==> src/ndf_pkg.sv <==
// Shared types and constants for the netstring deframer.
package ndf_pkg;

    // Header byte that reaches this count is ill formed.
    localparam int MAX_HEADER_BYTES = 21;

    localparam logic [7:0] CHAR_COLON = 8'h3A;
    localparam logic [7:0] CHAR_COMMA = 8'h2C;
    localparam logic [7:0] CHAR_ZERO  = 8'h30;
    localparam logic [7:0] CHAR_NINE  = 8'h39;

    localparam int CAP_W     = 32;
    localparam int CAP_RESET = 4096;
    localparam int LEN_W     = 32;
    localparam int CNT_W     = 5;

    typedef enum logic [1:0] {
        PH_HEADER  = 2'd0,
        PH_PAYLOAD = 2'd1,
        PH_TRAILER = 2'd2
    } phase_t;

    typedef enum logic [2:0] {
        KIND_HEADER  = 3'd0,
        KIND_PAYLOAD = 3'd1,
        KIND_DONE    = 3'd2,
        KIND_ILL     = 3'd3,
        KIND_BIG     = 3'd4
    } kind_t;

    typedef struct packed {
        kind_t             kind;
        logic [7:0]        payload_byte;
        logic              payload_last;
        logic [LEN_W-1:0]  frame_length;
    } result_t;

endpackage

==> src/ndf_parse.sv <==
// Netstring parse state and per-byte decode.
module ndf_parse (
    input  logic                        aclk,
    input  logic                        aresetn,
    input  logic                        step,
    input  logic [7:0]                  rx_byte,
    input  logic [ndf_pkg::CAP_W-1:0]   capacity,
    output ndf_pkg::result_t            result
);
    import ndf_pkg::*;

    phase_t             phase_reg, phase_next;
    logic [CNT_W-1:0]   cnt_reg, cnt_next;
    logic [LEN_W-1:0]   acc_reg, acc_next;
    logic               over_reg, over_next;   // length exceeded 32 bits
    logic [LEN_W-1:0]   rem_reg, rem_next;

    logic [CNT_W-1:0]   cnt_inc;
    logic               is_digit;
    logic [LEN_W+3:0]   acc_mac;

    assign cnt_inc  = cnt_reg + CNT_W'(1);
    assign is_digit = (rx_byte >= CHAR_ZERO) && (rx_byte <= CHAR_NINE);
    // acc*10 + digit as two shifted adds
    assign acc_mac  = ({4'b0, acc_reg} << 3) + ({4'b0, acc_reg} << 1)
                    + {(LEN_W-4)'(0), 8'(rx_byte - CHAR_ZERO)};

    always_comb begin
        phase_next = phase_reg;
        cnt_next   = cnt_reg;
        acc_next   = acc_reg;
        over_next  = over_reg;
        rem_next   = rem_reg;
        result     = '{kind: KIND_HEADER, payload_byte: 8'd0,
                       payload_last: 1'b0, frame_length: '0};
        unique case (phase_reg)
            PH_PAYLOAD: begin
                result.kind         = KIND_PAYLOAD;
                result.payload_byte = rx_byte;
                if (rem_reg <= LEN_W'(1)) begin
                    result.payload_last = 1'b1;
                    rem_next            = '0;
                    phase_next          = PH_TRAILER;
                end else begin
                    rem_next = rem_reg - LEN_W'(1);
                end
            end
            PH_TRAILER: begin
                if (rx_byte == CHAR_COMMA) begin
                    result.kind         = KIND_DONE;
                    result.frame_length = acc_reg;
                end else begin
                    result.kind = KIND_ILL;
                end
                phase_next = PH_HEADER;
                cnt_next   = '0;
                acc_next   = '0;
                over_next  = 1'b0;
                rem_next   = '0;
            end
            default: begin
                cnt_next = cnt_inc;
                if (cnt_inc >= CNT_W'(MAX_HEADER_BYTES)) begin
                    result.kind = KIND_ILL;
                    cnt_next    = '0;
                    acc_next    = '0;
                    over_next   = 1'b0;
                end else if (is_digit) begin
                    acc_next  = acc_mac[LEN_W-1:0];
                    over_next = over_reg | (|acc_mac[LEN_W+3:LEN_W]);
                end else if (rx_byte == CHAR_COLON) begin
                    if (over_reg || (acc_reg > capacity)) begin
                        result.kind = KIND_BIG;
                        cnt_next    = '0;
                        acc_next    = '0;
                        over_next   = 1'b0;
                    end else begin
                        cnt_next   = '0;
                        rem_next   = acc_reg;
                        phase_next = (acc_reg == '0) ? PH_TRAILER : PH_PAYLOAD;
                    end
                end else begin
                    result.kind = KIND_ILL;
                    cnt_next    = '0;
                    acc_next    = '0;
                    over_next   = 1'b0;
                end
            end
        endcase
    end

    always_ff @(posedge aclk) begin
        if (!aresetn) begin
            phase_reg <= PH_HEADER;
            cnt_reg   <= '0;
            acc_reg   <= '0;
            over_reg  <= 1'b0;
            rem_reg   <= '0;
        end else if (step) begin
            phase_reg <= phase_next;
            cnt_reg   <= cnt_next;
            acc_reg   <= acc_next;
            over_reg  <= over_next;
            rem_reg   <= rem_next;
        end
    end

endmodule

==> src/netstring_deframer.sv <==
// Netstring deframer top level: input register, parser, result register.
//
// Deframes "<decimal length>:<payload>," from a byte stream, one byte per
// s_ beat, and gives exactly one m_ beat per input byte. m_tuser carries
// the beat kind: 0 header byte taken, 1 payload byte, 2 frame complete,
// 3 ill formed, 4 too large. Payload bytes come in order in m_tdata[7:0]
// with m_tlast on the final one; a complete frame reports its length in
// m_tdata[39:8]. Header bytes must be digits or the colon; the header byte
// that reaches MAX_HEADER_BYTES is ill formed. At the colon the length is
// checked against buffer_capacity (cfg_wr_data, reset 4096); the value in
// force at the colon applies. After a complete frame or any error the
// parser returns to the header phase. Throughput is one byte per cycle
// unless m_tready is low; a byte passes the input register, then the parse
// step into the result register. Both stages are registered: the block
// takes bytes while a result waits; stalls need both full and m_tready low.
module netstring_deframer (
    input  logic                        aclk,
    input  logic                        aresetn,
    // configuration
    input  logic                        cfg_wr_en,
    input  logic [ndf_pkg::CAP_W-1:0]   cfg_wr_data,
    // byte stream in
    input  logic                        s_tvalid,
    output logic                        s_tready,
    input  logic [7:0]                  s_tdata,   // [7:0] rx_byte
    // deframed beats out
    output logic                        m_tvalid,
    input  logic                        m_tready,
    output logic [39:0]                 m_tdata,   // [7:0] payload_byte, [39:8] frame_length
    output logic                        m_tlast,   // payload_last
    output logic [2:0]                  m_tuser    // [2:0] kind
);
    import ndf_pkg::*;

    logic [CAP_W-1:0]   cap_reg;

    // input stage
    logic               in_valid_reg;
    logic [7:0]         in_byte_reg;

    // result stage
    logic               out_valid_reg;
    result_t            out_reg;

    result_t            parse_res;
    logic               out_free;
    logic               step;

    assign out_free = !out_valid_reg || m_tready;
    assign step     = in_valid_reg && out_free;      // byte moves into result stage
    assign s_tready = !in_valid_reg || out_free;

    always_ff @(posedge aclk) begin
        if (!aresetn) begin
            cap_reg <= CAP_W'(CAP_RESET);
        end else if (cfg_wr_en) begin
            cap_reg <= cfg_wr_data;
        end
    end

    // Input register
    always_ff @(posedge aclk) begin
        if (!aresetn) begin
            in_valid_reg <= 1'b0;
        end else if (s_tready) begin
            in_valid_reg <= s_tvalid;
        end
    end

    always_ff @(posedge aclk) begin
        if (s_tready && s_tvalid) begin
            in_byte_reg <= s_tdata;
        end
    end

    ndf_parse u_parse (
        .aclk     (aclk),
        .aresetn  (aresetn),
        .step     (step),
        .rx_byte  (in_byte_reg),
        .capacity (cap_reg),
        .result   (parse_res)
    );

    // Result register
    always_ff @(posedge aclk) begin
        if (!aresetn) begin
            out_valid_reg <= 1'b0;
        end else if (out_free) begin
            out_valid_reg <= in_valid_reg;
        end
    end

    always_ff @(posedge aclk) begin
        if (step) begin
            out_reg <= parse_res;
        end
    end

    assign m_tvalid = out_valid_reg;
    assign m_tdata  = {out_reg.frame_length, out_reg.payload_byte};
    assign m_tlast  = out_reg.payload_last;
    assign m_tuser  = out_reg.kind;

`ifndef SYNTHESIS
    // last mark only rides on payload beats
    a_last_is_payload: assert property (@(posedge aclk) disable iff (!aresetn)
        m_tvalid && m_tlast |-> m_tuser == KIND_PAYLOAD)
        else $error("tlast on a non-payload beat");

    // frame length is reported only on a completed frame
    a_len_only_done: assert property (@(posedge aclk) disable iff (!aresetn)
        m_tvalid && (m_tuser != KIND_DONE) |-> m_tdata[39:8] == '0)
        else $error("frame length on a non-done beat");

    // input stalls only with both stages full and the sink stalled
    a_stall_cause: assert property (@(posedge aclk) disable iff (!aresetn)
        !s_tready |-> in_valid_reg && out_valid_reg && !m_tready)
        else $error("input stalled with room in the pipeline");

    // a byte held in the input stage reaches the output next cycle once free
    a_advance: assert property (@(posedge aclk) disable iff (!aresetn)
        in_valid_reg && out_free |=> m_tvalid)
        else $error("accepted byte did not reach the result stage");
`endif

endmodule
==> config.mk <==
export PLATFORM = sky130hd
export DESIGN_NAME = netstring_deframer
export DESIGN_NICKNAME = d
export VERILOG_FILES = /design/src/ndf_pkg.sv /design/src/ndf_parse.sv /design/src/netstring_deframer.sv
export SDC_FILE = /design/constraint.sdc
export NUM_CORES = 1
export LEC_CHECK = 0
export ABC_AREA = 1
export ABC_CLOCK_PERIOD_IN_PS = 5200
export BUFFER_PORTS_ARGS = -buffer_cell sky130_fd_sc_hd__buf_2
export CORE_MARGIN = 5
export CORE_UTILIZATION = 50
export CTS_BUF_LIST = sky130_fd_sc_hd__clkbuf_8
export DETAILED_ROUTE_END_ITERATION = 6
export MAX_ROUTING_LAYER = met4
export PLACE_DENSITY = 0.69
export SYNTH_ARGS = -nofsm -noshare
export SYNTH_HDL_FRONTEND = slang
export SYNTH_SLANG_ARGS = --single-unit
==> constraint.sdc <==
create_clock -name aclk -period 5.2 [get_ports aclk]
set_input_delay 1.04 -clock aclk [delete_from_list [all_inputs] [get_ports aclk]]
set_output_delay 1.04 -clock aclk [all_outputs]
set_load 0.02 [all_outputs]
==> flow_summary_export.csv, run 1 <==
group,metric,value,unit
die,coreArea,21700,um2
setup_path,slowest_delay,670,ps
worst_hold_path,hold_depth,2,
placed_design,gp_congestion,0.975,
synthesis,netlist_instances,1580,
synthesis,yosysTopAreaCell,"dfxtp_1",
global_routing,globalRouteOverflowTotal,0,
setup_path,slowest_stage,"nand3_4",
sta,rsz0062_at_grt,"false",
synthesis,syn_area_per_cell,6.93,um2
route,met3_wirelength,2030,um
route,top_layer,"met4",
clocking,clkSlewWorstSetupHoldPaths,90,ps
sta,period_share,66.0,%
die,die_h,158,um
sta,finalHoldViolCount,0,
setup_path,r2r_cells,20,
synthesis,synth_area,10900,um2
route,wl_per_cell,16.0,um
synthesis,synth_common_cells,"nand2_1, nor2_1, inv_1",
die,boundaryPins,91,
synthesis,yosysTopAreaCellShare,19.4,%
sta,max_freq,291,MHz
global_routing,antenna_found_initial,0,
sta,setup_viol,0,
route,ant_nets,0,
route,met2_length,13900,um
finish,syn_to_final_growth,9.30,%
finish,fillers,2142,
clocking,hold_buffers,0,
finish,final_cell_area,12000,um2
finish,final_layout_size_suffix_gt1_share,9.68,%
route,drt_iter0_drc,774,
flow_run,cap_violations,0,
sta,skew,18.0,ps
synthesis,synth_nets,1730,
synthesis,yosys_warnings,0,
die,dieArea,25000,um2
synthesis,synth_edf_count,52,
synthesis,synth_cell_types,50,
finish,seqCellArea,3680,um2
setup_path,path_class,"reg2reg",
synthesis,ys.flop_type,"dfxtp_1",
die,start_util,50.5,%
die,num_rows,54,
synthesis,ys_async_sr_fraction,0,%
synthesis,seq_area_frac_synth,33.6,%
placed_design,numPortBuffers,90,
global_routing,grt_pass1_wl,50100,um
setup_path,required,5610,ps
route,wl_met1,14500,um
global_routing,grt_max_degree,64,
placed_design,place_hpwl,23200,um
route,drc,0,
pwr,p_int,2000,uW
clocking,clockBufferDepth,2,
clocking,h-tree-depth,4,
pwr,p_leak,0.00618,uW
finish,final_nets,1801,
pwr,p_per_area,248,nW/um2
route,avgViaCountPerCell,5.36,
clocking,clkLatencyLatePin,490,ps
finish,diodes,0,
setup_path,crit_path_end_kind,"register",
pwr,clockPowerShare,35.2,%
route,dr.pass1.iters,5,
finish,largest_reg_flops,40,
clocking,cts_tree,"done",
route,num_vias,10400,
clocking,numCtsBuffers,17,
clocking,postCtsResizedCells,0,
finish,multi_input_area,6140,um2
sta,fin_crit,3430,ps
clocking,cts_sinks,158,
placed_design,place_area,11500,um2
worst_hold_path,hold_path.class,"reg2reg",
sta,fin_tns_setup,0,ps
pwr,swShare,32.4,%
pwr,power.share.sequential,46.6,%
sta,tightest_slew,892,ps
route,drt_wl_total,31200,um
global_routing,grt_usage,25.9,%
setup_path,start_kind,"register",
setup_path,critPathMaxFanout,46,
sta,slew_headroom,40.4,%
synthesis,ys_ff_latch,158,
clocking,cts-root-buf,"clkbuf_8",
setup_path,cpMostUsedCell,"nand2_1",
pwr,p_switching,961,uW
global_routing,first_global_vias,9725,
synthesis,yosysMostFrequentCell,"nand2_1",
synthesis,synth_area_leaders,"dfxtp_1, edfxtp_1, nand2_1, ha_1, nor2_1",
pwr,share_comb_of_total_power,18.2,%
pwr,ir_drop,0.161,mV
sta,maxSlewViolCount,0,
status,run_status,"finished clean",
clocking,cts_setup_buffers,0,
setup_path,worst_ep_arrival_time,3850,ps
die,die_w,158,um
setup_path,path_cells,"inv_1 > ha_1 > inv_1 > nand2_1 > nand2_1 > nand2_1 > nand2_1 > nand2_1 > nand2_1 > nand2_1 > nand2_1 > nand2_1 > nand2_1 > nand2_1 > nand2_1 > nand2_1 > nand3_4 > nand2_1 > inv_1 > nor2_1",
## final cells by class
| type | count | area share [%] |
|---|---|---|
| Clock buffer | 17 | 1.96 |
| Clock inverter | 15 | 1.66 |
| Inverter | 230 | 7.23 |
| Multi-Input combinational cell | 1148 | 51.3 |
| Sequential cell | 158 | 30.8 |
| Tap cell | 280 | 2.93 |
| Timing Repair Buffer | 96 | 4.14 |
## worst paths after layout
| path | slack (ps) | to | startpoint |
|---|---|---|---|
| setup / recovery | 1770 | u_parse.rem_reg[9]$_SDFFE_PN0P_ | u_parse.acc_reg[0]$_SDFFE_PN0P_ |
| hold / removal | 470 | cap_reg[23]$_SDFFE_PN0P_ | cap_reg[23]$_SDFFE_PN0P_ |
| setup reg to reg | 1770 | u_parse.rem_reg[9]$_SDFFE_PN0P_ | u_parse.acc_reg[0]$_SDFFE_PN0P_ |
| hold reg to reg | 470 | cap_reg[23]$_SDFFE_PN0P_ | cap_reg[23]$_SDFFE_PN0P_ |
## worst max-delay path, delay by kind of cell, from the launching register on
| family | cells | cell delay (ps) |
|---|---|---|
| adders and majority gates | 1 | 200 |
| buffers and inverters | 3 | 350 |
| DFF | 1 | 380 |
| and+or+nand+nor | 16 | 2460 |
## power groups by stage
stage               clock network [uW]  registers, uW  logic [uW]
floorplan                            0           1400         380
global placement                     0           1410         523
detailed placement                   0           1410         532
CTS                               1060           1380         536
global route                      1110           1390         613
finish                            1040           1380         539
## placed cells by master, fill, tap and decap left out, types with 3 or more instances in the layout
| cell type | instances |
|---|---|
| a21o_1 | 8 |
| a21oi_1 | 117 |
| buf_2 | 90 |
| buf_4 | 6 |
| bufinv_16 | 3 |
| clkbuf_8 | 17 |
| dfxtp_1 | 106 |
| edfxtp_1 | 52 |
| fa_1 | 6 |
| ha_1 | 99 |
| inv_1 | 221 |
| inv_2 | 6 |
| inv_6 | 4 |
| inv_8 | 4 |
| nand2_1 | 347 |
| nand2_2 | 3 |
| nand2_4 | 4 |
| nand3_1 | 63 |
| nand3_2 | 3 |
| nand3b_1 | 3 |
| nand4_1 | 30 |
| nor2_1 | 278 |
| nor2_2 | 4 |
| nor2_4 | 3 |
| nor3_1 | 9 |
| nor4_1 | 8 |
| o21a_1 | 3 |
| o21ai_0 | 97 |
| o22ai_1 | 20 |
| or2_2 | 3 |
| xor2_1 | 18 |
## cell families after synthesis
logic type,share of synthesized area [%]
buf+inv,10.3
fa+ha+maj,12.4
xor+xnor,1.90
flops,33.6
compound gates,12.7
simple gates,29.0
## layer usage
metal,vias to the layer above,GRT usage [%]
met4,0,7.68
met5,-,-
met2,334,40.2
met3,52,3.83
li1,5263,-
met1,4779,35.4
## stage by stage
step | utilization, % | total power (uW) | hold slack [ps] | instances | setup WS (ps)
2_1_floorplan | - | 1780 | 440 | 1580 | 2390
5_1_grt | 55.2 | 3110 | 490 | 1944 | 1440
6_report | 55.2 | 2960 | 470 | 1944 | 1770
3_5_place_dp | 53.2 | 1940 | 459 | 1912 | 1800
3_3_place_gp | 53.2 | 1930 | 455 | 1912 | 1860
4_1_cts | 55.2 | 2980 | 473 | 1944 | 1800
No activity file was read; power rests on OpenSTA's default activity.
==> run 2: changes to the inputs <==
--- a/config.mk
+++ b/config.mk
@@ -6,14 +6,14 @@
 export NUM_CORES = 1
 export LEC_CHECK = 0
 export ABC_AREA = 1
-export ABC_CLOCK_PERIOD_IN_PS = 5200
+export ABC_CLOCK_PERIOD_IN_PS = 3000
 export BUFFER_PORTS_ARGS = -buffer_cell sky130_fd_sc_hd__buf_2
 export CORE_MARGIN = 5
 export CORE_UTILIZATION = 50
 export CTS_BUF_LIST = sky130_fd_sc_hd__clkbuf_8
 export DETAILED_ROUTE_END_ITERATION = 6
 export MAX_ROUTING_LAYER = met4
-export PLACE_DENSITY = 0.69
+export PLACE_DENSITY = 0.71
 export SYNTH_ARGS = -nofsm -noshare
 export SYNTH_HDL_FRONTEND = slang
 export SYNTH_SLANG_ARGS = --single-unit
==> constraint.sdc (replaced) <==
create_clock -name aclk -period 3 [get_ports aclk]
set_input_delay 0.6 -clock aclk [delete_from_list [all_inputs] [get_ports aclk]]
set_output_delay 0.6 -clock aclk [all_outputs]
set_load 0.02 [all_outputs]
==> run 2 against run 1 <==
Effect of this change: sequential share of layout area shrank 0.72 points; fmax grew 18%; first-iteration DRC count shrank 4.5%; cell count grew 1.3%; combinational power grew 95%; flip-flop and latch count is the same; wire length grew 0.24%; non-clock buffer count grew 26; largest cell class unchanged; highest routed layer unchanged.
==> flow_summary_export.csv, run 2 (same netlist as run 1, synthesis figures left out) <==
group,metric,value,unit
placed_design,gp_congestion,0.977,
setup_path,path_cells,"ha_2 > xor2_1 > fa_1 > inv_2 > ha_4 > a21o_1 > a21oi_2 > nand2_2 > nand2_1 > nand2_2 > a21oi_1 > or2_2 > nand3_1 > nand2_1 > nand2_1 > nor2_1",
setup_path,slowest_delay,500,ps
sta,finalHoldViolCount,0,
route,avgViaCountPerCell,5.29,
finish,final_common_cell,"nand2_1",
finish,final_nets,1827,
die,coreArea,21700,um2
global_routing,met2_usage,40.4,%
die,start_util,50.5,%
global_routing,grt_pass1_wl,49100,um
route,drt_wl_total,31300,um
route,wl_per_cell,15.9,um
flow_run,cap_violations,0,
global_routing,first_global_vias,9533,
die,die_h,158,um
worst_hold_path,min-delay-start,"s_tdata[7]",
clocking,h-tree-depth,4,
setup_path,crit_path_end_kind,"register",
clocking,hold_buffers,0,
pwr,ir_drop,0.270,mV
global_routing,globalRouteOverflowTotal,0,
finish,syn_to_final_growth,11.9,%
die,boundaryPins,91,
route,drc,0,
route,num_vias,10400,
die,die_w,158,um
placed_design,numPortBuffers,90,
setup_path,critPathMaxFanout,5,
worst_hold_path,hold_depth,1,
setup_path,required,3370,ps
clocking,clockBufferDepth,2,
sta,period_share,97.1,%
placed_design,place_hpwl,23500,um
clocking,clkLatencyLatePin,480,ps
route,drt_iter0_drc,739,
global_routing,grt_max_degree,52,
die,num_rows,54,
worst_hold_path,min_to,"in_byte_reg[7]$_DFFE_PP_",
sta,tightest_slew,604,ps
clocking,numCtsBuffers,17,
global_routing,grtUsageMet1,34.4,%
setup_path,worst_ep_arrival_time,3280,ps
die,dieArea,25000,um2
setup_path,start_kind,"register",
setup_path,r2r_setup_slack,90,ps
finish,fin_cells,1970,
setup_path,r2r_start,"in_byte_reg[5]$_DFFE_PP_",
global_routing,grt_usage,25.4,%
route,ant_nets,0,
sta,fin_tns_setup,0,ps
route,dr.pass1.iters,7,
sta,setup_viol,0,
clocking,cts_sinks,158,
setup_path,r2r_cells,16,
sta,max_freq,343,MHz
finish,final_layout_size_suffix_gt1_share,13.4,%
pwr,p_leak,0.00629,uW
sta,fin_crit,2910,ps
sta,skew,14.9,ps
setup_path,slowest_stage,"fa_1",
setup_path,cpMostUsedCell,"nand2_1",
finish,layout_common_cells,"nand2_1, nor2_1, inv_1",
placed_design,place_inst,1936,
placed_design,place_area,11700,um2
finish,largest_reg_flops,40,
worst_hold_path,hold_path.class,"in2reg",
pwr,p_per_area,405,nW/um2
sta,slew_headroom,59.7,%
finish,final_cell_area,12300,um2
clocking,clkSlewWorstSetupHoldPaths,90,ps
global_routing,grt_use_met3,3.50,%
global_routing,antenna_found_initial,0,
finish,fin_util,56.5,%
clocking,cts_tree,"done",
global_routing,grt-busiest-layer,"met2",
setup_path,r2r-end,"u_parse.acc_reg[21]$_SDFFE_PN0P_",
status,run_status,"finished clean",
sta,maxSlewViolCount,0,
finish,diodes,0,
setup_path,path_class,"reg2reg",
sta,rsz0062_at_grt,"true",
clocking,cts-root-buf,"clkbuf_8",
-- run 2: cell types whose count changed in the layout (fill, tap and decap cells not counted), sizes merged --
cell,previous run,this run
clkinv,4,5
bufinv,3,0
clkinvlp,2,4
buf,96,122
-- run 2: routing by layer --
layer,share of wire [%],vias to the layer above,routed length (um)
met3,5.9,40,1840
met2,47,303,14500
li1,-,5300,-
met5,0,-,0
met4,1.9,0,583
met1,46,4782,14300
-- run 2: how the worst max path moves through the flow --
stage                                             endpoint  cells after the start                startpoint
after floorplan           u_parse.acc_reg[22]$_SDFFE_PN0P_                     18  in_byte_reg[4]$_DFFE_PP_
after global placement    u_parse.acc_reg[21]$_SDFFE_PN0P_                     17  in_byte_reg[4]$_DFFE_PP_
after detailed placement  u_parse.acc_reg[21]$_SDFFE_PN0P_                     17  in_byte_reg[4]$_DFFE_PP_
after CTS                 u_parse.acc_reg[22]$_SDFFE_PN0P_                     18  in_byte_reg[4]$_DFFE_PP_
after global routing      u_parse.acc_reg[22]$_SDFFE_PN0P_                     18  in_byte_reg[5]$_DFFE_PP_
final                     u_parse.acc_reg[21]$_SDFFE_PN0P_                     16  in_byte_reg[5]$_DFFE_PP_
-- run 2: stage by stage --
step	power, uW	worst slack [ps]	hold slack [ps]
finish	4970	86.9	302
global route	5220	-49.7	280
CTS	4940	12.6	282
detailed placement	3410	13.6	460
global placement	3390	32.7	456
floorplan	3090	195	440
-- run 2: layout make-up --
type	instances	area, um2
clock buffers	17	234
clock inverters	15	125
fillers	2186	9430
inverters	230	866
multi-input cells	1148	6290
flip-flops and latches	158	3680
well taps	280	350
repair buffers	122	703
-- run 2: timing repair --
item                       4_1_cts  5_1_grt
setup buffers                    0        2
resized for setup                1       41
setup endpoints to repair        1       23
pin swaps                        0        5
-- run 2: critical path: cells and delay by family, from the launching register on --
kind / cells / cell delay, ps
AO/OA/AOI/OAI: 3 / 310
XOR/XNOR: 1 / 150
adder cells (fa/ha/maj): 3 / 1010
buffers and inverters: 1 / 50
flip-flops: 1 / 490
AND/OR/NAND/NOR: 8 / 790
-- run 2: power by group --
group          internal, uW  leakage, uW  total, uW  switching [uW]
sequential             2300      0.00137       2380            88.8
combinational           384      0.00474       1050             662
clock                   596     0.000174       1540             940
total                  3280      0.00629       4970            1690
==> run 3: changes to the inputs <==
--- a/config.mk
+++ b/config.mk
@@ -12,6 +12,7 @@
 export CORE_UTILIZATION = 50
 export CTS_BUF_LIST = sky130_fd_sc_hd__clkbuf_8
 export DETAILED_ROUTE_END_ITERATION = 6
+export GPL_TIMING_DRIVEN = 0
 export MAX_ROUTING_LAYER = met4
 export PLACE_DENSITY = 0.71
 export SYNTH_ARGS = -nofsm -noshare
==> run 3 against run 2 <==
Effect of this change: the flow now finishes with violations (negative setup slack); fmax down 3.1%; non-clock buffer count up 23; clock skew grew 9.6 ps; sequential share of layout area decreased by 0.74 points; clock power rose by 7%; wire length increased by 5.6%; sequential power is essentially flat; worst setup slack worse by 93 ps; hold slack worse by 9.2 ps; largest cell class unchanged; largest power group unchanged.
==> flow_summary_export.csv, run 3 (same netlist as run 1, synthesis figures left out) <==
group,metric,value,unit
sta,period_share,100,%
finish,final_layout_size_suffix_gt1_share,15.0,%
setup_path,cp_num_buf_inv,2,
finish,final_common_cell,"nand2_1",
setup_path,slowest_delay,540,ps
setup_path,crit_path_end_kind,"register",
sta,maxSlewViolCount,0,
placed_design,pre_cts_ws,-247,ps
sta,fin_tns_setup,-6.33,ps
placed_design,place_area,11800,um2
route,drt_iter0_drc,786,
sta,setup_ws,-6.33,ps
finish,fin_util,58.0,%
global_routing,antenna_found_initial,0,
route,dr.pass1.iters,6,
sta,finalHoldViolCount,0,
sta,slew_headroom,44.6,%
finish,syn_to_final_growth,14.8,%
route,drt_wl_total,33000,um
pwr,p_per_area,407,nW/um2
pwr,p_leak,0.00643,uW
die,coreArea,21700,um2
global_routing,grt_pass1_wl,51400,um
status,violations,"negative setup slack",
setup_path,start_kind,"register",
sta,fin_crit,3010,ps
placed_design,gp_congestion,0.992,
clocking,numCtsBuffers,17,
sta,max_freq,333,MHz
finish,layout_common_cells,"nand2_1, nor2_1, inv_1",
sta,rsz0062_at_grt,"true",
setup_path,path_class,"reg2reg",
die,die_w,158,um
global_routing,grt_usage,27.0,%
clocking,cts-root-buf,"clkbuf_8",
global_routing,grt_max_degree,45,
die,start_util,50.5,%
placed_design,place_hpwl,25200,um
finish,diodes,0,
setup_path,path_cells,"buf_6 > a21oi_4 > xnor2_2 > fa_1 > inv_2 > ha_4 > nand2_4 > nor2_4 > nand2_1 > nand2_2 > nand2_2 > nand2_4 > nand3_4 > nand3_2 > nand2_1 > nor2_1 > nand2_2 > nand2_1 > a21oi_1",
setup_path,worst_ep_arrival_time,3390,ps
clocking,clockBufferDepth,2,
finish,largest_reg_flops,40,
die,boundaryPins,91,
finish,final_nets,1850,
setup_path,crit_start,"in_byte_reg[5]$_DFFE_PP_",
clocking,cts_sinks,158,
sta,setup_viol,1,
global_routing,first_global_vias,9909,
route,num_vias,10800,
finish,fillers,2106,
setup_path,slowest_stage,"fa_1",
route,avgViaCountPerCell,5.40,
die,dieArea,25000,um2
worst_hold_path,hold_path.class,"in2reg",
setup_path,required,3380,ps
flow_run,cap_violations,0,
placed_design,numPortBuffers,89,
pwr,ir_drop,0.245,mV
die,die_h,158,um
status,run_status,"finished, violations left",
worst_hold_path,min-delay-start,"s_tdata[3]",
clocking,cts_tree,"done",
route,wl_per_cell,16.6,um
clocking,clkLatencyLatePin,500,ps
setup_path,critPathMaxFanout,5,
route,ant_nets,0,
clocking,clkSlewWorstSetupHoldPaths,100,ps
clocking,h-tree-depth,4,
route,drc,0,
setup_path,cpLargestDelayFamily,"simple AND/OR/NAND/NOR gates",
sta,hold_slack,293,ps
sta,tightest_slew,832,ps
sta,skew,24.5,ps
finish,final_cell_area,12600,um2
global_routing,globalRouteOverflowTotal,0,
setup_path,r2r_start,"in_byte_reg[5]$_DFFE_PP_",
die,num_rows,54,
## run 3: where the power goes
| part | leakage, uW | switching (uW) | internal, uW |
|---|---|---|---|
| logic | 0.00487 | 679 | 395 |
| clock network | 0.000197 | 962 | 685 |
| registers | 0.00137 | 101 | 2300 |
## run 3: metrics by stage
stage          power, uW  instances
5_1_grt             5360       1993
3_3_place_gp        3370       1949
4_1_cts             5050       1987
3_5_place_dp        3400       1950
2_1_floorplan       3090       1580
6_report            5120       1993
## run 3: path summary, 6_finish.rpt
check	end	slack (ps)	depth (start not counted)
max	u_parse.over_reg$_SDFFE_PN0P_	-6	19
min reg2reg	cap_reg[23]$_SDFFE_PN0P_	470	2
max reg2reg	u_parse.over_reg$_SDFFE_PN0P_	-6	19
min	in_byte_reg[3]$_DFFE_PP_	290	1
## run 3: worst reg2reg max path: cells and delay by family, from the launching register on
kind                       cells  cell delay (ps)
buffers and inverters          2              230
DFF                            1              470
and+or+nand+nor               12             1060
xor gates and xnor gates       1               90
adders and majority gates      2              850
AOI/OAI and AO/OA              2              210
## run 3: area by class of cell
cell class	count	area, um2	area share, %
plain buffers	44	260	2.07
clock buffers	17	234	1.86
clock inverters	15	156	1.24
inverters	230	866	6.89
multi-input cells	1148	6460	51.4
flip-flops and latches	158	3690	29.3
well taps	280	350	2.79
repair buffers	101	556	4.42
## run 3: metal layers
metal / up-vias / GRT usage (%) / wire, um
li1: 5361 / - / -
met1: 4950 / 36.2 / 15200
met2: 377 / 42.6 / 14700
met3: 68 / 3.14 / 2160
met4: 0 / 9.30 / 996
met5: - / - / 0
## run 3: timing repair
item                                    in CTS  in global routing
buffers inserted                             5                  6
gates resized for setup                     23                 68
endpoints found under the setup margin      11                 22
pin swaps                                    8                 31
hold buffers                                 0                  0
endpoints found under the hold margin        0                  0
